`config.mk`:
```
export PLATFORM = sky130hd
export DESIGN_NAME = dhd_front
export DESIGN_NICKNAME = d
export VERILOG_FILES = /design/src/hdl/dhd_pkg.sv /design/src/hdl/dhd_front.sv
export SDC_FILE = /design/constraint.sdc
export NUM_CORES = 2
export LEC_CHECK = 0
export BUFFER_PORTS_ARGS = -buffer_cell sky130_fd_sc_hd__buf_2
export CAP_MARGIN = 5
export CORE_AREA = 2 2 275 277
export CTS_CLUSTER_DIAMETER = 120
export CTS_CLUSTER_SIZE = 20
export DETAILED_ROUTE_END_ITERATION = 10
export DIE_AREA = 0 0 277 279
export PLACE_DENSITY = 0.66
export SLEW_MARGIN = 15
export SYNTH_ARGS = -nofsm -noshare
export SYNTH_HDL_FRONTEND = slang
export SYNTH_SLANG_ARGS = --single-unit
```
`constraint.sdc`:
```
create_clock -name clk -period 17.7 [get_ports clk]
set_input_delay 1.77 -clock clk [delete_from_list [all_inputs] [get_ports clk]]
set_output_delay 1.77 -clock clk [all_outputs]
set_load 0.02 [all_outputs]
```
`src/hdl/dhd_pkg.sv`:
```
package dhd_pkg;

	localparam int SYM_NUM   = 12;
	localparam int SYM_W     = 2;
	localparam int SYMBOLS_W = SYM_NUM * SYM_W;
	localparam int LENGTH_W  = 4;

	typedef enum logic {
		OP_INSERT = 1'b0,
		OP_FIND   = 1'b1
	} op_t;

	function automatic logic [63:0] pow5(input int n);
		logic [63:0] p;
		p = 64'd1;
		for (int k = 0; k < n; k++) begin
			p = p * 64'd5;
		end
		return p;
	endfunction

	// bits needed to hold every value below v
	function automatic int clog2_64(input logic [63:0] v);
		int r;
		r = 0;
		for (int k = 0; k < 64; k++) begin
			if ((64'd1 << r) < v) begin
				r = r + 1;
			end
		end
		return r;
	endfunction

	function automatic int key_width(input int max_symbols);
		return clog2_64(pow5(max_symbols));
	endfunction

	// contribution of symbol code d at place i to the key
	function automatic logic [63:0] key_term(input int i, input int d);
		return 64'(d + 1) * pow5(i);
	endfunction

	// same contribution reduced modulo m
	function automatic logic [63:0] mod_term(input int i, input int d, input logic [63:0] m);
		logic [63:0] p;
		logic [63:0] x;
		p = 64'd1;
		if (p >= m) begin
			p = p - m;
		end
		for (int k = 0; k < i; k++) begin
			p = p * 64'd5;
			for (int j = 0; j < 4; j++) begin
				if (p >= m) begin
					p = p - m;
				end
			end
		end
		x = 64'(d + 1) * p;
		for (int j = 0; j < 3; j++) begin
			if (x >= m) begin
				x = x - m;
			end
		end
		return x;
	endfunction

endpackage

```
`src/hdl/dhd_front.sv`:
```
module dhd_front #(
	parameter int TABLE_SIZE = 4093,
	parameter int MAX_SYMBOLS = 12,
	localparam int KEY_W = dhd_pkg::key_width(MAX_SYMBOLS),
	localparam int POS_W = $clog2(TABLE_SIZE)
) (
	input  logic                         clk,
	input  logic                         arst_n,
	input  logic                         enable,
	input  logic                         in_valid,
	output logic                         in_ready,
	input  logic                         operation,
	input  logic [dhd_pkg::SYMBOLS_W-1:0] symbols,
	input  logic [dhd_pkg::LENGTH_W-1:0]  length,
	output logic                         q_valid,
	input  logic                         q_ready,
	output logic                         q_op,
	output logic [KEY_W-1:0]             q_key,
	output logic [POS_W-1:0]             q_pos,
	output logic [POS_W-1:0]             q_step
);

	import dhd_pkg::*;

	localparam int NS = MAX_SYMBOLS;

	logic                vld_s [NS];
	logic                op_s  [NS];
	logic [SYMBOLS_W-1:0] sym_s [NS];
	logic [LENGTH_W-1:0] len_s [NS];
	logic [KEY_W-1:0]    key_s [NS];
	logic [POS_W-1:0]    pos_s [NS];
	logic [POS_W-1:0]    stp_s [NS];
	logic                adv;

	assign adv      = !vld_s[NS-1] || q_ready;
	assign in_ready = adv && enable;

	for (genvar i = 0; i < NS; i++) begin : g_stage
		localparam logic [3:0][KEY_W-1:0] KT = {
			KEY_W'(key_term(i, 3)), KEY_W'(key_term(i, 2)),
			KEY_W'(key_term(i, 1)), KEY_W'(key_term(i, 0))};
		localparam logic [3:0][POS_W-1:0] PT = {
			POS_W'(mod_term(i, 3, 64'(TABLE_SIZE))), POS_W'(mod_term(i, 2, 64'(TABLE_SIZE))),
			POS_W'(mod_term(i, 1, 64'(TABLE_SIZE))), POS_W'(mod_term(i, 0, 64'(TABLE_SIZE)))};
		localparam logic [3:0][POS_W-1:0] ST = {
			POS_W'(mod_term(i, 3, 64'(TABLE_SIZE - 1))),
			POS_W'(mod_term(i, 2, 64'(TABLE_SIZE - 1))),
			POS_W'(mod_term(i, 1, 64'(TABLE_SIZE - 1))),
			POS_W'(mod_term(i, 0, 64'(TABLE_SIZE - 1)))};

		logic                 vld_in;
		logic                 op_in;
		logic [SYMBOLS_W-1:0] sym_in;
		logic [LENGTH_W-1:0]  len_in;
		logic [KEY_W-1:0]     key_in;
		logic [POS_W-1:0]     pos_in;
		logic [POS_W-1:0]     stp_in;
		logic [SYM_W-1:0]     dig;
		logic                 act;
		logic [KEY_W-1:0]     key_nxt;
		logic [POS_W:0]       pos_sum;
		logic [POS_W:0]       stp_sum;
		logic [POS_W-1:0]     pos_nxt;
		logic [POS_W-1:0]     stp_nxt;

		if (i == 0) begin : g_first
			assign vld_in = in_valid && in_ready;
			assign op_in  = operation;
			assign sym_in = symbols;
			assign len_in = length;
			assign key_in = '0;
			assign pos_in = '0;
			assign stp_in = '0;
		end else begin : g_next
			assign vld_in = vld_s[i-1];
			assign op_in  = op_s[i-1];
			assign sym_in = sym_s[i-1];
			assign len_in = len_s[i-1];
			assign key_in = key_s[i-1];
			assign pos_in = pos_s[i-1];
			assign stp_in = stp_s[i-1];
		end

		if (i < SYM_NUM) begin : g_dig
			assign dig = sym_in[SYM_W*i +: SYM_W];
		end else begin : g_pad
			assign dig = '0;
		end

		// symbols past the length add nothing
		assign act     = (int'(len_in) > i);
		assign key_nxt = key_in + (act ? KT[dig] : '0);
		assign pos_sum = {1'b0, pos_in} + {1'b0, (act ? PT[dig] : POS_W'(0))};
		assign stp_sum = {1'b0, stp_in} + {1'b0, (act ? ST[dig] : POS_W'(0))};
		assign pos_nxt = (pos_sum >= (POS_W+1)'(TABLE_SIZE))
			? POS_W'(pos_sum - (POS_W+1)'(TABLE_SIZE)) : POS_W'(pos_sum);
		assign stp_nxt = (stp_sum >= (POS_W+1)'(TABLE_SIZE - 1))
			? POS_W'(stp_sum - (POS_W+1)'(TABLE_SIZE - 1)) : POS_W'(stp_sum);

		always_ff @(posedge clk or negedge arst_n) begin
			if (!arst_n) begin
				vld_s[i] <= 1'b0;
			end else if (adv) begin
				vld_s[i] <= vld_in;
			end
		end

		always_ff @(posedge clk) begin
			if (adv) begin
				op_s[i]  <= op_in;
				sym_s[i] <= sym_in;
				len_s[i] <= len_in;
				key_s[i] <= key_nxt;
				pos_s[i] <= pos_nxt;
				stp_s[i] <= stp_nxt;
			end
		end
	end

	assign q_valid = vld_s[NS-1];
	assign q_op    = op_s[NS-1];
	assign q_key   = key_s[NS-1];
	assign q_pos   = pos_s[NS-1];
	assign q_step  = stp_s[NS-1] + 1'b1;

endmodule

```
=== After elaboration in Yosys (flattened, before gate mapping) ===
Memories as Yosys holds them, arrays and structs flattened.
Index checks and enable logic that the tools add are counted.

* Bits in registers: 12
* Bits in writable memories: 972
* Bits of input ports: 34
* Output and inout bits: 55
* Word-level logic and storage cells: 247
* Memories kept: 6

{| class="wikitable"
|+ Memory list
! memory !! depth !! width !! read ports !! clocked after memory_dff !! wr ports !! line !! source
|-
| key_s || 12 || 28 || 12 || 0 || 12 || dhd_front.sv:31 || <nowiki>logic [KEY_W-1:0] key_s [NS];</nowiki>
|-
| sym_s || 12 || 24 || 11 || 0 || 12 || dhd_front.sv:29 || <nowiki>logic [SYMBOLS_W-1:0] sym_s [NS];</nowiki>
|-
| pos_s || 12 || 12 || 12 || 0 || 12 || dhd_front.sv:32 || <nowiki>logic [POS_W-1:0] pos_s [NS];</nowiki>
|-
| stp_s || 12 || 12 || 12 || 0 || 12 || dhd_front.sv:33 || <nowiki>logic [POS_W-1:0] stp_s [NS];</nowiki>
|-
| len_s || 12 || 4 || 11 || 0 || 12 || dhd_front.sv:30 || <nowiki>logic [LENGTH_W-1:0] len_s [NS];</nowiki>
|-
| op_s || 12 || 1 || 12 || 0 || 12 || dhd_front.sv:28 || <nowiki>logic op_s [NS];</nowiki>
|}

* Add/subtract/negate cells: 58
* $lt $le $gt $ge: 48
* Muxes and demuxes: 119
* Reduce and logical (&&, ||, !) cells: 4

{| class="wikitable"
|+ Operator list
! operator !! count
|-
| $mux 12 || 62
|-
| $bmux 28 s2 || 12
|-
| $mux 28 || 24
|-
| $bmux 12 s2 || 19
|-
| $add 28x28->28 || 11
|-
| $sub 12x12->12 const B || 24
|-
| $add 12x12->13 || 22
|-
| $ge 13x12->1 const B || 22
|-
| $lt 2x3->1 const B || 12
|-
| $ge 12x12->1 const B || 2
|-
| $gt 4x3->1 const B || 4
|-
| $gt 4x4->1 const B || 4
|-
| $add 12x1->12 const B || 1
|-
| $gt 4x1->1 const B || 2
|-
| $gt 4x2->1 const B || 2
|-
| $logic_and 1x1->1 || 2
|-
| $mux 1 || 2
|-
| $logic_not 1->1 || 1
|-
| $logic_or 1x1->1 || 1
|}

=== Longest topological paths before layout ===
An unclocked memory read counts as a cell.

* Depth in word-level cells: 7
* Depth in mapped cells: 19
* Gate-level depth less buffers: 17

=== Least setup slack after synthesis ===
Ideal clock, no wire load.

* Kind: input to register
* Start point: input q_ready
* End point: memory key_s[0][0] in the netlist's numbering (enable)
* Setup time: 0.898 ns
* Arrival: 12.838 ns
* Required time: 16.802 ns
* Slack: 3.964 ns
* Stages: 4
* Buffers on the path: 2
* Cells stage by stage: nor2b_1 -> clkbuf_1 -> clkbuf_1 -> inv_1

{| class="wikitable"
|+ RTL lines
! element !! line !! source
|-
| start, declared || dhd_front.sv:16 || <nowiki>input logic q_ready,</nowiki>
|-
| end, declared || dhd_front.sv:31 ||
|}

==> metrics.txt <==
Avg Vias per Cell=5.57; Ports=89; Final TNS setup=0 ps; Buffers on Ports=88; gpl congestion=0.877; setup ws final=12300 ps; Area Growth Syn to Fin=6.84%; yosys warns=0; chip height=279 um; Initial Util=49.9%; ANT cells=0; sequential area share after synthesis=45.9%; vias in the first global route=23900; TritonCTS sink count=567; hold path depth=0; RSZ-0062 raised after global routing=no; Fin. Hold Viols=0; initial antenna violation count=0; layout cells sized above 1=7.43%; GRT Total Usage=17.9%; Setup CP Type=register to register; post-DP HPWL=53900 um; Final Critical Period=5400 ps; post-route cell area=39500 um^2; Synth Instances=3424; final worst path period share=30.5%; fill cell count=6545; routed len/inst=15.7 um; First-pass DRT Iterations=7; final max-slew violation count=0; routed via count=25000; largest net degree at the start of global routing=146; Worst-Margin Slew=1030 ps; Synth async-reset ratio=2.12%; Post-CTS Setup Inserts=0; Clock transition at path regs=90 ps; die width=277 um; Site Rows=100; Slew headroom=31.2%; Post-synth EDFFs=555; DRC marker count from the first detailed-route iteration=1110; placed inst area=38500 um^2; Routed Antenna Nets=0; final core utilization=53.3%; CTS Hold Bufs=0; mapped cell area=36900 um^2; core area=74100 um^2; Setup Skew=21.9 ps; DRC viols=0; Yosys cell types=107; CP arrival=5710 ps; Top FF cell, synth=edfxtp_1; syn_area_per_cell=10.8 um^2; post-cts repair resize count=0; first-pass GRT wire length=116000 um; gr ovfl total=0; CTS tree=done; Hold Path Class=register to register; CTS buffer count=34; Worst-Skew Late Latency=570 ps; Fmax=0.185 GHz; Syn Nets=3762; Yosys reg bits=567; clock tree buffer depth=3; Startpoint Class=register; Total Wirelength=70400 um; Max Cap Violations=0; Crit. End Element=register; WP data required=18010 ps; Die ar.=77300 um^2; Final #Nets=3840; clock root buffer=clkbuf_16; outcome=finished, final reports clean; worst-case reg-to-reg path depth=16; H-tree depth=2; setup violators final=0; pre-CTS WS=12340 ps; CP Max Fanout=24
## critical path, stage by stage, from the launching register on
cell and delay, ps:
edfxtp_1 740, inv_1 290, ha_1 470, and3_1 180, buf_4 300, clkinv_1 370
fa_1 550, inv_1 100, a21o_1 110, maj3_1 220, xor2_1 340, nand2_1 140
o31ai_1 290, nand2_1 120, o41a_1 550, nor3b_1 270, xor2_1 100
## area by class of cell
cell class              count  area (um^2)  area share, %
repair buffers            111          613           1.55
well taps                 969         1210           3.07
clock inverters             6          101          0.257
multi-input cells        2607        19000           48.1
flip-flops and latches    567        17000           43.0
clock buffers              42          881           2.23
inverters                 181          688           1.74
## path summary, 6_finish.rpt
| check | from | to | slack [ps] |
|---|---|---|---|
| max in group asynchronous | arst_n | g_stage[9].vld_in | 16440 |
| setup / recovery | sym_s[4][44] | stp_s[2][31] | 12300 |
| setup reg to reg | sym_s[4][44] | stp_s[2][31] | 12300 |
| hold reg to reg | sym_s[2][46] | sym_s[3][22] | 420 |
| hold / removal | sym_s[2][46] | sym_s[3][22] | 420 |
| min in group asynchronous | arst_n | g_stage[8].vld_in | 1060 |
## layer usage
metal / vias up / wire length [um] / GRT usage [%]
li1: 12900 / - / -
met1: 11500 / 29100 / 20.2
met2: 428 / 37200 / 34.8
met3: 134 / 1990 / 1.77
met4: 0 / 2160 / 6.26
met5: - / 0 / 0
## through the flow
stage / instances / hold slack [ps]
after floorplan: 3424 / 400
after global placement: 4435 / 401
after detailed placement: 4435 / 405
after CTS: 4483 / 419
after global routing: 4483 / 420
final: 4483 / 416
## kinds of logic after synthesis
group           share of synthesized area (%)
simple gates                             13.6
mux                                      1.13
xor+xnor                                 10.5
buf+inv                                  2.63
fa+ha+maj                                11.2
flops                                    45.9
compound gates                           15.0
## synth_stat cells (9+ instances only)
master,instances,area share (%)
or2_2,25,0.42
o31a_1,9,0.21
a21o_1,60,1.2
a41o_1,13,0.35
mux2i_1,16,0.43
nand3_1,84,1.1
nor2b_1,42,0.71
xnor2_1,306,7.3
o2111ai_1,11,0.26
dfrtp_1,12,0.81
o22ai_1,14,0.24
ha_1,292,9.9
a211o_1,15,0.36
a211oi_1,30,0.61
maj3_1,26,0.70
nand4_1,28,0.47
xor2_1,135,3.2
clkbuf_1,46,0.47
inv_1,172,1.7
nor3_1,69,0.94
o21bai_1,22,0.45
a21oi_1,200,2.7
a21boi_0,20,0.41
fa_1,12,0.65
nor2_1,264,2.7
nand2_1,226,2.3
o21a_1,28,0.57
o31ai_1,22,0.45
a41oi_1,14,0.33
o311ai_0,12,0.28
and3_1,53,0.90
a31o_2,17,0.40
a31oi_1,43,0.73
o21ai_0,130,1.8
buf_2,12,0.16
nor3b_1,14,0.28
o211ai_1,29,0.59
a2111oi_0,10,0.24
mux2_2,23,0.70
and2_1,45,0.76
or3_1,14,0.24
nand3b_1,10,0.20
nor4_1,19,0.32
edfxtp_1,555,45
nand2b_1,48,0.81
## cells in the final DEF, fill, tap and decap left out, drive strengths merged, types with 13 or more instances in the layout
cell	count
and3	53
ha	292
edfxtp	555
inv	179
nand3	84
a41oi	16
nand2b	48
o21bai	22
and2	45
or3	14
o21a	28
or2	26
mux2i	16
mux2	23
nor4	21
nor2b	42
a31oi	46
o22ai	14
maj3	26
o21ai	138
a31o	17
o311ai	18
nor3b	14
xor2	135
nor3	73
nor2	266
buf	111
a211o	15
clkbuf	42
o31ai	24
a21o	60
a21oi	203
a211oi	30
a21boi	20
xnor2	306
o211ai	29
a41o	13
nand4	28
nand2	229
## registers in the layout, indices dropped and copies added (netlist names)
| name | flops |
|---|---|
| len_s | 42 |
| key_s | 177 |
| stp_s | 96 |
| pos_s | 96 |
| sym_s | 132 |
| q_valid | 1 |
| op_s | 12 |
| g_stage.vld_in | 11 |
Power is left out: the tool's default activity adds up to more than one toggle a clock period on the data nets, which glitch-free logic cannot reach.
