--- config.mk ---
export PLATFORM = sky130hd
export DESIGN_NAME = dhd_fifo
export DESIGN_NICKNAME = d
export VERILOG_FILES = /design/src/hdl/dhd_fifo.sv
export SDC_FILE = /design/constraint.sdc
export NUM_CORES = 1
export LEC_CHECK = 0
export ABC_AREA = 1
export CORE_UTILIZATION = 45
export CTS_CLUSTER_SIZE = 16
export DETAILED_ROUTE_END_ITERATION = 10
export DONT_BUFFER_PORTS = 1
export SYNTH_ARGS = -nofsm -noshare
export SYNTH_HDL_FRONTEND = slang
export SYNTH_SLANG_ARGS = --single-unit
--- constraint.sdc ---
create_clock -name clk -period 1.95 [get_ports clk]
set_input_delay 0.39 -clock clk [delete_from_list [all_inputs] [get_ports clk]]
set_output_delay 0.39 -clock clk [all_outputs]
set_load 0.05 [all_outputs]
--- src/hdl/dhd_fifo.sv ---
module dhd_fifo #(
	parameter int WIDTH = 8,
	parameter int DEPTH = 2,
	localparam int PW = $clog2(DEPTH),
	localparam int CW = $clog2(DEPTH + 1)
) (
	input  logic             clk,
	input  logic             arst_n,
	input  logic             wr_valid,
	output logic             wr_ready,
	input  logic [WIDTH-1:0] wr_data,
	output logic             rd_valid,
	input  logic             rd_ready,
	output logic [WIDTH-1:0] rd_data
);

	logic [WIDTH-1:0] buf_q [DEPTH];
	logic [PW-1:0]    wr_ptr_q;
	logic [PW-1:0]    rd_ptr_q;
	logic [CW-1:0]    count_q;
	logic             push;
	logic             pop;

	assign wr_ready = (count_q != CW'(DEPTH));
	assign rd_valid = (count_q != '0);
	assign rd_data  = buf_q[rd_ptr_q];
	assign push     = wr_valid && wr_ready;
	assign pop      = rd_valid && rd_ready;

	always_ff @(posedge clk or negedge arst_n) begin
		if (!arst_n) begin
			wr_ptr_q <= '0;
			rd_ptr_q <= '0;
			count_q  <= '0;
		end else begin
			if (push) begin
				wr_ptr_q <= (wr_ptr_q == PW'(DEPTH - 1)) ? '0 : wr_ptr_q + 1'b1;
			end
			if (pop) begin
				rd_ptr_q <= (rd_ptr_q == PW'(DEPTH - 1)) ? '0 : rd_ptr_q + 1'b1;
			end
			if (push && !pop) begin
				count_q <= count_q + 1'b1;
			end else if (pop && !push) begin
				count_q <= count_q - 1'b1;
			end
		end
	end

	always_ff @(posedge clk) begin
		if (push) begin
			buf_q[wr_ptr_q] <= wr_data;
		end
	end

endmodule

# Yosys cells after proc, flatten, opt, wreduce, memory -nomap -nowiden
# Memory sizes are Yosys's and may differ from the RTL's.
# Cells that the tools add are included.
# word_totals
reg_bits,4
mem_bits_rw,16
input_bits,12
output_inout_bits,10
word_cells,23
mem_count,1
# memory_table
name,depth,word_bits,rd,rd_ports_with_merged_regs,wr,line_no,source
buf_q,2,8,1,0,1,17,logic [WIDTH-1:0] buf_q [DEPTH];
# op_classes
addsub,4
n_eq_ne,1
mux,6
reduce_logical,8
# ops
cell,n
1-bit logical AND,4
1-bit 2-to-1 mux,4
2-bit 2-to-1 mux,2
2-bit nonzero test,2
"1-bit adder, second input constant",2
"2-bit by 1-bit adder with 2-bit output, second input constant",1
1-bit logical NOT,2
"2-bit inequality test, second input constant",1
"2-bit by 1-bit subtractor with 2-bit output, second input constant",1

# Depth between registers and ports, before layout
# Gate-level depths: netlist of run 1.
# depth
word_depth,6
ltp_mapped,10
mapped_depth_nobuf,10

# Worst setup path before layout of run 1
# OpenSTA, ideal clock, no wires.
# synth_path
path_kind,reg2reg
startpoint,reg count_q[1]
endpoint,reg count_q[1]
setup_ns,0.117
arrival_time_ns,1.317
required_time_ns,1.833
path_slack_ns,0.516
stages_incl_launch_ff,9
n_path_buf,0
synth_period_minus_slack_ns,1.434
cell_sequence,dfrtp_1 > inv_2 > nand2_2 > nand2_2 > ha_1 > inv_1 > nand3_1 > nand2_1 > nand2_1
# synth_via
elab_chain_cells,5
word_cells_on_any_way,13
cone_classes,add/sub: 2; eq/ne: 1; mux: 2; reduce/logical: 8
# synth_rtl
item,line_no,source
from (decl),20,logic [CW-1:0] count_q;
from (signal assigned),43,count_q <= count_q + 1'b1;
from (signal assigned),45,count_q <= count_q - 1'b1;
2-bit nonzero test *,25,assign rd_valid = (count_q != '0);
named net rd_valid,12,"output logic rd_valid,"
1-bit logical AND *,28,assign pop = rd_valid && rd_ready;
1-bit logical NOT,42,if (push && !pop) begin
1-bit logical AND,42,
2-bit 2-to-1 mux / 2-bit nonzero test (equally long branches),--,
# The timed path passes the listed nets; every way through them passes the cells marked *. The select of a mux whose other input is x is not followed.
# A chain may end at the register's enable or synchronous reset.

# Final worst setup path of run 1
# layout_path
startpoint,reg rd_ptr_q
endpoint,out rd_data[4]
# layout_via
elab_chain_cells,1
# layout_rtl
item,line_no,source
from (decl),19,logic [PW-1:0] rd_ptr_q;
from (signal assigned),40,rd_ptr_q <= (rd_ptr_q == PW'(DEPTH - 1)) ? '0 : rd_ptr_q + 1'b1;
memory 2 x 8 bit,--,
to (decl),14,output logic [WIDTH-1:0] rd_data
# No other way between the ends.

==> out/metrics.cfg, run 1 <==
[yosys]
ys_top_cells_by_area = edfxtp_1 58%, nand2_1 14%, dfrtp_1 12%, nand2_4 2.7%, xor2_2 2.0%
synth_seq_area_share = 0.7020
yosys.area.top_type_share = 0.5809
syn_area_sq_um = 827.0
syn_inst = 70
synth-edff-count = 16
ys_types = 14
synth-seq-cells = 20
ys_warn_count = 0
synth_most_common_cell = nand2_1
synth_top_cell_by_area = edfxtp_1
syn_avg_cell_area_sq_um = 11.81
async_reset_ff_frac = 0.2000
synth_commonest_cells = 30 x nand2_1, 16 x edfxtp_1, 4 x dfrtp_1, 4 x inv_1, 3 x inv_2
synth_fp_nets = 83
synth_flop_cell = edfxtp_1

[placed_design]
pre_cts_slack_ns = 0.4399
gp_congestion = 0.8561
place_hpwl_um = 833.6
io_buffers = 0

[sta]
fin_skew_ns = 0.001149
layout_min_cycle_time_ns = 1.807
hold_viol_final = 0
tightest_slew_ns = 0.4700
maxClockFrequency_mhz = 553.5
period_share = 0.9265
finalSetupViolCount = 0
rsz0062_at_grt = false
setup_tns_ns = 0
slew_violations = 0
slew_headroom = 0.6859
hold_slack_ns = 0.1817
setup_ws_ns = 0.1432

[clocking]
hold_buffers = 1
cts_sinks = 20
post_cts_resized = 0
cts_root_buffer = clkbuf_4
cts_buffers = 3
worstSkewPairLatency_ns = 0.29
htreeDepth = 1
cts_tree = done
post_cts_buffers = 0
clk_pin_slew_ns = 0.11
clock_path_buffers = 2

[setup_path]
max_stage_delay_ns = 0.51
critPathLaunchType = flip-flop
r2r-start = count_q[0]$_DFFE_PN0P_
crit_type = reg2out
required_ns = 1.56
reg2reg_to = count_q[1]$_DFFE_PN0P_
worstSetupEndpoint = rd_data[4]
rrSetupSlack_ns = 0.47
cp.arrival_ns = 1.42
crit_start = rd_ptr_q$_DFFE_PN0P_
cp.depth = 3
end_kind = output port
crit_fanout = 10
crit_buf_inv = 1
r2r_cells = 9
slowest_stage = dfrtp_1
path_cells = inv_2 > nand2_1 > nand2_1
cpLargestDelayFamily = flip-flops
path_common_cell = nand2_1

[route]
totalWireLength_um = 1149
vias = 459
firstDrtPassIters = 4
wl_per_cell_um = 11.05
drtIter0Drc = 1
final_antenna_net_count = 0
drc = 0
avgViaCountPerCell = 4.413

[floorplanning]
chipWidth_um = 44.87
initial_core_util = 0.4790
dieArea_sq_um = 2013
fp.dieH_um = 44.87
ios = 22
row_count = 15
core_sq_um = 1727

[global_routing]
grt_max_degree = 12
grt_pass1_wl_um = 1725
track_usage = 0.1317
gr-total-overflow = 0
grt_pass1_vias = 392
grt_antenna_before_repair = 0

[status]
status = complete, no violations

[final_layout]
n_fill_cell = 159
diodes = 0
final_util = 0.5333
area_delta_synth_final_pct = 11.35
drive_gt1_frac = 0.2025
final_nets = 93

[worst_hold_path]
hold_class = in2reg

[flow_run]
maxCapViolCount = 0

registers in the layout, indices dropped and copies added (netlist names):
signal,cells
buf_q,16
count_q,2
rd_ptr_q,1
wr_ptr_q,1
layout make-up:
class	instances	area [sq um]	area share
Clock inverter	1	3.754	0.004076
Inverter	7	26.28	0.02853
Sequential cell	20	580.6	0.6304
Clock buffer	3	22.52	0.02446
Multi-Input combinational cell	42	209.0	0.2269
Tap cell	25	31.28	0.03397
Timing Repair Buffer	6	47.55	0.05163
cells in the final DEF (no fill, tap or decap):
cell           Yosys  routed
clkbuf_4           0       3
xor2_2             1       1
nand4_1            1       1
nand2_1           30      30
edfxtp_1          16      16
xnor2_1            1       1
ha_1               1       1
nand3_1            2       2
nand2_2            2       2
nor2_1             2       2
clkinv_1           0       1
nand2_4            2       2
dfrtp_1            4       4
inv_1              4       4
dlygate4sd3_1      0       1
inv_2              3       3
buf_4              0       5
logic make-up (layout without fill, tap and decap cells):
family	count (synthesis)	in the layout	synth area share
AND/OR/NAND/NOR	39	39	0.2073
flip-flops	20	20	0.7020
buffers and inverters	8	17	0.04538
XOR/XNOR	2	2	0.03026
adder cells (fa/ha/maj)	1	1	0.01513
worst register-to-register path, cell delays in order, from the launching register on:
cell and delay [ns]:
dfrtp_1 0.43, inv_2 0.10, nand2_4 0.13, nand2_4 0.12
inv_1 0.05, ha_1 0.30, inv_1 0.09, nand3_1 0.08
nand2_1 0.06, nand2_1 0.05
per-layer routing:
metal	vias to the layer above	global-route usage	wire length [um]	share of wire
li1	241	-	-	-
met1	197	0.1371	467	0.41
met2	19	0.2059	557	0.48
met3	2	0.08000	112	0.097
met4	0	0.07273	10	0.0087
met5	-	0	0	0
worst min-delay path by stage:
| stage | from | end | slack (ns) | depth (start not counted) |
|---|---|---|---|---|
| 2_1_floorplan | arst_n | count_q[0]$_DFFE_PN0P_ | 0.09 | 0 |
| 3_3_place_gp | arst_n | count_q[1]$_DFFE_PN0P_ | 0.09 | 0 |
| 3_5_place_dp | arst_n | count_q[1]$_DFFE_PN0P_ | 0.09 | 0 |
| 4_1_cts | wr_data[4] | buf_q[0][4]$_DFFE_PP_ | 0.17 | 0 |
| 5_1_grt | wr_data[4] | buf_q[0][4]$_DFFE_PP_ | 0.15 | 0 |
| 6_report | wr_data[4] | buf_q[0][4]$_DFFE_PP_ | 0.18 | 0 |
through the flow:
step | cell area, sq um | std cells
2_1_floorplan | 827.0 | 70
3_3_place_gp | 884.6 | 99
3_5_place_dp | 884.6 | 99
4_1_cts | 920.9 | 104
5_1_grt | 920.9 | 104
6_report | 920.9 | 104
Power of run 1 is left out: the tool's default activity adds up to more than one toggle a clock period on the data nets, which glitch-free logic cannot reach.
==> run 2, diff against run 1 <==
CTS_CLUSTER_SIZE = unset   (was 16)
REMOVE_ABC_BUFFERS = 1   (was unset)
==> run 2 against run 1 <==
  * Cell count did not move
  * Sequential share of layout area fell by 0.17 points
  * Global-route usage rose by 0.96 points
  * Via count rose by 5.0%
  * Hold slack improved by 0.0027 ns
  * Die area did not move
  * Non-clock buffer count did not move
  * Register-to-register slack got worse by 0.04 ns
  * Design area rose by 0.27%
  * Routed wire length rose by 1.2%
  * Critical path depth did not move
  * Maximum frequency rose by 0.15%
  * Critical endpoint unchanged
==> out/metrics.cfg, run 2 (synthesized netlist as in run 1, its figures left out) <==
[placed_design]
gp_congestion = 0.8217  ; was 0.8561
place_hpwl_um = 860.1  ; was 833.6 um
io_buffers = 0  ; unchanged

[setup_path]
cp.arrival_ns = 1.41  ; was 1.42 ns
r2r_cells = 9  ; unchanged
required_ns = 1.56  ; about the same
rrSetupSlack_ns = 0.43  ; was 0.47 ns
slowest_stage = dfrtp_1  ; unchanged
path_common_cell = nand2_1  ; unchanged
critPathLaunchType = flip-flop  ; unchanged
end_kind = output port  ; unchanged
path_cells = inv_2 > nand2_1 > nand2_1  ; unchanged
r2r-start = count_q[0]$_DFFE_PN0P_  ; unchanged
crit_fanout = 10  ; unchanged
max_stage_delay_ns = 0.51  ; about the same
crit_type = reg2out  ; unchanged
reg2reg_to = count_q[1]$_DFFE_PN0P_  ; unchanged

[final_layout]
drive_gt1_frac = 0.2152  ; was 0.2025
reg_top3 = buf_q (16), count_q (2)  ; unchanged
regMostFlops = buf_q  ; unchanged
layout.cells.most_common = nand2_1  ; unchanged
final_nets = 93  ; unchanged
layout_common_cells = 29 x nand2_1, 16 x edfxtp_1, 5 x buf_4  ; was 30 x nand2_1, 16 x edfxtp_1, 5 x buf_4
n_fill_cell = 169  ; was 159
diodes = 0  ; unchanged
largest_reg_flops = 16  ; unchanged
area_delta_synth_final_pct = 11.65  ; was 11.35%

[global_routing]
track_usage = 0.1413  ; was 0.1317
grt_pass1_vias = 409  ; was 392
grt_max_degree = 12  ; unchanged
grt_antenna_before_repair = 0  ; unchanged
gr-total-overflow = 0  ; unchanged
grt_pass1_wl_um = 1821  ; was 1725 um

[floorplanning]
chipWidth_um = 44.87  ; unchanged
row_count = 15  ; unchanged
fp.dieH_um = 44.87  ; unchanged
dieArea_sq_um = 2013  ; unchanged
ios = 22  ; unchanged
core_sq_um = 1727  ; unchanged
initial_core_util = 0.4790  ; unchanged

[route]
totalWireLength_um = 1163  ; was 1149 um
avgViaCountPerCell = 4.635  ; was 4.413
firstDrtPassIters = 4  ; unchanged
final_antenna_net_count = 0  ; unchanged
wl_per_cell_um = 11.18  ; was 11.05 um
drtIter0Drc = 7  ; was 1
drc = 0  ; unchanged
vias = 482  ; was 459

[sta]
hold_viol_final = 0  ; unchanged
layout_min_cycle_time_ns = 1.804  ; was 1.807 ns
period_share = 0.9252  ; was 0.9265
maxClockFrequency_mhz = 554.3  ; was 553.5 MHz
slew_violations = 0  ; unchanged
setup_tns_ns = 0  ; unchanged
rsz0062_at_grt = false  ; unchanged
finalSetupViolCount = 0  ; unchanged
fin_skew_ns = 0.004596  ; was 0.001149 ns
slew_headroom = 0.6911  ; was 0.6859
tightest_slew_ns = 0.4622  ; was 0.4700 ns

[clocking]
cts_root_buffer = clkbuf_4  ; unchanged
clk_pin_slew_ns = 0.11  ; about the same
cts_buffers = 3  ; unchanged
cts_sinks = 20  ; unchanged
clock_path_buffers = 2  ; unchanged
worstSkewPairLatency_ns = 0.29  ; about the same
cts_tree = done  ; unchanged
htreeDepth = 1  ; unchanged

[worst_hold_path]
hp-start = wr_data[5]  ; was wr_data[4]
hold_class = in2reg  ; unchanged
holdPathEnd = buf_q[0][5]$_DFFE_PP_  ; was buf_q[0][4]$_DFFE_PP_
hold_depth = 0  ; unchanged

[flow_run]
maxCapViolCount = 0  ; unchanged

[status]
status = complete, no violations  ; unchanged

-- run 2: cell counts in the layout (fill, tap and decap cells not counted) --
No cell type changed its count.
-- run 2: layer usage --
layer  up-vias  routed length (um)  track usage
met4         0                  10      0.09091
met2        20                 574       0.2000
li1        245                   -            -
met5         -                   0            0
met3         2                 107      0.08000
met1       215                 471       0.1644
-- run 2: worst max path at each step --
stage                                start                     end  slack (ns)  cells past startpoint
finish                rd_ptr_q$_DFFE_PN0P_              rd_data[4]        0.15                      3
global route          rd_ptr_q$_DFFE_PN0P_              rd_data[5]        0.01                      3
CTS                   rd_ptr_q$_DFFE_PN0P_              rd_data[6]        0.09                      3
detailed placement    rd_ptr_q$_DFFE_PN0P_              rd_data[6]        0.44                      3
global placement      rd_ptr_q$_DFFE_PN0P_              rd_data[6]        0.46                      3
floorplan           count_q[1]$_DFFE_PN0P_  count_q[1]$_DFFE_PN0P_        0.52                      8
-- run 2: worst max-delay path, delay by kind of cell (launching register included) --
kind          cells  cell delay [ns]
flops             1             0.51
simple gates      2             0.42
buf+inv           1             0.20
-- run 2: final cells by class --
class,count,area (sq um),share of cell area
tap,25,31.28,0.03388
timing repair buffer,6,47.55,0.05149
clock buffer,3,22.52,0.02439
clock inverter,1,3.754,0.004065
inverter,7,26.28,0.02846
sequential,20,580.6,0.6287
multi-input combinational,42,211.5,0.2290
-- run 2: what timing repair did --
action / CTS / global route
setup buffers: 0 / 0
gates resized for setup: 0 / 1
setup endpoints to repair: 0 / 1
hold buffers: 1 / 0
hold endpoints to repair: 4 / 0
-- run 2: per-stage QoR --
stage | hold slack [ns] | cells | utilization | setup WS, ns | cell area [sq um]
after floorplan | 0.09441 | 69 | - | 0.5156 | 815.8
after global placement | 0.09450 | 99 | 0.5123 | 0.4576 | 884.6
after detailed placement | 0.09450 | 99 | 0.5123 | 0.4398 | 884.6
after CTS | 0.1717 | 104 | 0.5333 | 0.09442 | 920.9
after global routing | 0.1506 | 104 | 0.5348 | 0.01257 | 923.4
final | 0.1844 | 104 | 0.5348 | 0.1459 | 923.4
Power of run 2 is left out for the same reason.
==> run 3, diff against run 2 <==
--- a/config.mk
+++ b/config.mk
@@ -7,4 +7,5 @@
 export LEC_CHECK = 0
 export ABC_AREA = 1
+export CAP_MARGIN = 10
 export CORE_UTILIZATION = 45
 export DETAILED_ROUTE_END_ITERATION = 10
==> constraint.sdc (replaced) <==
create_clock -name clk -period 2.15 [get_ports clk]
set_input_delay 0.3225 -clock clk [delete_from_list [all_inputs] [get_ports clk]]
set_output_delay 0.3225 -clock clk [all_outputs]
set_load 0.05 [all_outputs]
==> run 3 against run 2 <==
  * Critical path depth is the same
  * Clock skew fell by 0.0038 ns
  * Non-clock buffer count decreased by 3
  * Cell count down 2.9%
  * Via count shrank 3.1%
  * Sequential share of layout area up 1.8 points
  * Utilization shrank 1.4 points
  * Die area is the same
  * Critical path type unchanged
  * Critical endpoint is now rd_data[6]
==> out/metrics.cfg, run 3 (synthesized netlist as in run 1, its figures left out) <==
[clocking]
post_cts_resized = 0  ; unchanged
htreeDepth = 1  ; unchanged
cts_buffers = 3  ; unchanged
clk_pin_slew_ns = 0.11  ; about the same
worstSkewPairLatency_ns = 0.29  ; about the same
cts_tree = done  ; unchanged
clock_path_buffers = 2  ; unchanged
cts_sinks = 20  ; unchanged
cts_root_buffer = clkbuf_4  ; unchanged

[setup_path]
r2r_cells = 5  ; was 9
cp.arrival_ns = 1.48  ; was 1.41 ns
end_kind = output port  ; unchanged
critPathLaunchType = flip-flop  ; unchanged
crit_fanout = 10  ; unchanged
r2r-start = count_q[0]$_DFFE_PN0P_  ; unchanged
crit_type = reg2out  ; unchanged
worstSetupEndpoint = rd_data[6]  ; was rd_data[4]
required_ns = 1.83  ; was 1.56 ns
reg2reg_to = buf_q[0][4]$_DFFE_PP_  ; was count_q[1]$_DFFE_PN0P_
crit_start = rd_ptr_q$_DFFE_PN0P_  ; unchanged
rrSetupSlack_ns = 0.55  ; was 0.43 ns

[global_routing]
gr-total-overflow = 0  ; unchanged
grt_pass1_vias = 458  ; was 409
grt_pass1_wl_um = 1890  ; was 1821 um
grt_antenna_before_repair = 0  ; unchanged
grt_max_degree = 12  ; unchanged
track_usage = 0.1489  ; was 0.1413

[final_layout]
drive_gt1_frac = 0.1711  ; was 0.2152
final_area_sq_um = 898.4  ; was 923.4 sq um
reg_top3 = buf_q (16), count_q (2)  ; unchanged
layout.cells.most_common = nand2_1  ; unchanged
area_delta_synth_final_pct = 8.623  ; was 11.65%
regMostFlops = buf_q  ; unchanged
diodes = 0  ; unchanged
largest_reg_flops = 16  ; unchanged
layout_common_cells = 30 x nand2_1, 16 x edfxtp_1, 4 x inv_1, 4 x dfrtp_1  ; was 29 x nand2_1, 16 x edfxtp_1, 5 x buf_4
final_nets = 90  ; was 93

[floorplanning]
core_sq_um = 1727  ; unchanged
fp.dieH_um = 44.87  ; unchanged
row_count = 15  ; unchanged
dieArea_sq_um = 2013  ; unchanged
ios = 22  ; unchanged
chipWidth_um = 44.87  ; unchanged
initial_core_util = 0.4790  ; unchanged

[route]
drc = 0  ; unchanged
avgViaCountPerCell = 4.624  ; was 4.635
firstDrtPassIters = 2  ; was 4
final_antenna_net_count = 0  ; unchanged
drtIter0Drc = 7  ; unchanged
wl_per_cell_um = 12.44  ; was 11.18 um
totalWireLength_um = 1256  ; was 1163 um
vias = 467  ; was 482

[sta]
tightest_slew_ns = 0.4691  ; was 0.4622 ns
layout_min_cycle_time_ns = 1.799
fin_skew_ns = 0.0007707  ; was 0.004596 ns
period_share = 0.8367
setup_tns_ns = 0  ; unchanged
finalSetupViolCount = 0  ; unchanged
slew_headroom = 0.6865  ; was 0.6911
rsz0062_at_grt = false  ; unchanged
maxClockFrequency_mhz = 555.9
setup_ws_ns = 0.3510  ; was 0.1459 ns
hold_viol_final = 0  ; unchanged
slew_violations = 0  ; unchanged

[placed_design]
dpl_cell_area_sq_um = 862.1  ; was 884.6 sq um
place_hpwl_um = 865.1  ; was 860.1 um
io_buffers = 0  ; unchanged
pre_cts_slack_ns = 0.5691  ; was 0.4398 ns
gp_congestion = 0.7716  ; was 0.8217

[status]
status = complete, no violations  ; unchanged

[flow_run]
maxCapViolCount = 0  ; unchanged

[worst_hold_path]
hold_class = in2reg  ; unchanged
hp-start = wr_data[6]  ; was wr_data[5]

run 3: area by class of cell:
type / instances / area (sq um)
Sequential cell: 20 / 580.6
Tap cell: 25 / 31.28
Clock buffer: 3 / 22.52
Inverter: 7 / 26.28
Fill cell: 180 / 828.3
Multi-Input combinational cell: 42 / 209.0
Timing Repair Buffer: 3 / 25.02
Clock inverter: 1 / 3.754
run 3: per-layer routing:
metal | part of all wire | track usage
met5 | 0 | 0
met4 | 0.014 | 0.1091
met3 | 0.057 | 0.06000
met2 | 0.53 | 0.2441
met1 | 0.40 | 0.1532
run 3: worst min-delay path by stage:
stage	to	slack, ns	cells past startpoint
after floorplan	count_q[0]$_DFFE_PN0P_	0.03	0
after global placement	count_q[0]$_DFFE_PN0P_	0.03	0
after detailed placement	count_q[0]$_DFFE_PN0P_	0.03	0
after CTS	buf_q[1][0]$_DFFE_PP_	0.10	0
after global routing	buf_q[1][0]$_DFFE_PP_	0.09	0
final	buf_q[1][6]$_DFFE_PP_	0.12	0
run 3: critical path, cell delays in order (launching register included):
cell and delay (ns):
dfrtp_1 0.52, inv_2 0.21, nand2_1 0.08, nand2_1 0.36
run 3: stage by stage:
step / util / std cells / hold slack [ns]
3_5_place_dp: 0.4993 / 96 / 0.02697
4_1_cts: 0.5203 / 101 / 0.1042
5_1_grt: 0.5203 / 101 / 0.08549
6_report: 0.5203 / 101 / 0.1161
3_3_place_gp: 0.4993 / 96 / 0.02700
2_1_floorplan: - / 69 / 0.02691
run 3: repair_timing:
item / in CTS / in global routing
buffers inserted: 0 / 0
hold endpoints to repair: 4 / 0
setup endpoints to repair: 0 / 0
hold buffers: 1 / 0
Power of run 3 is left out for the same reason.
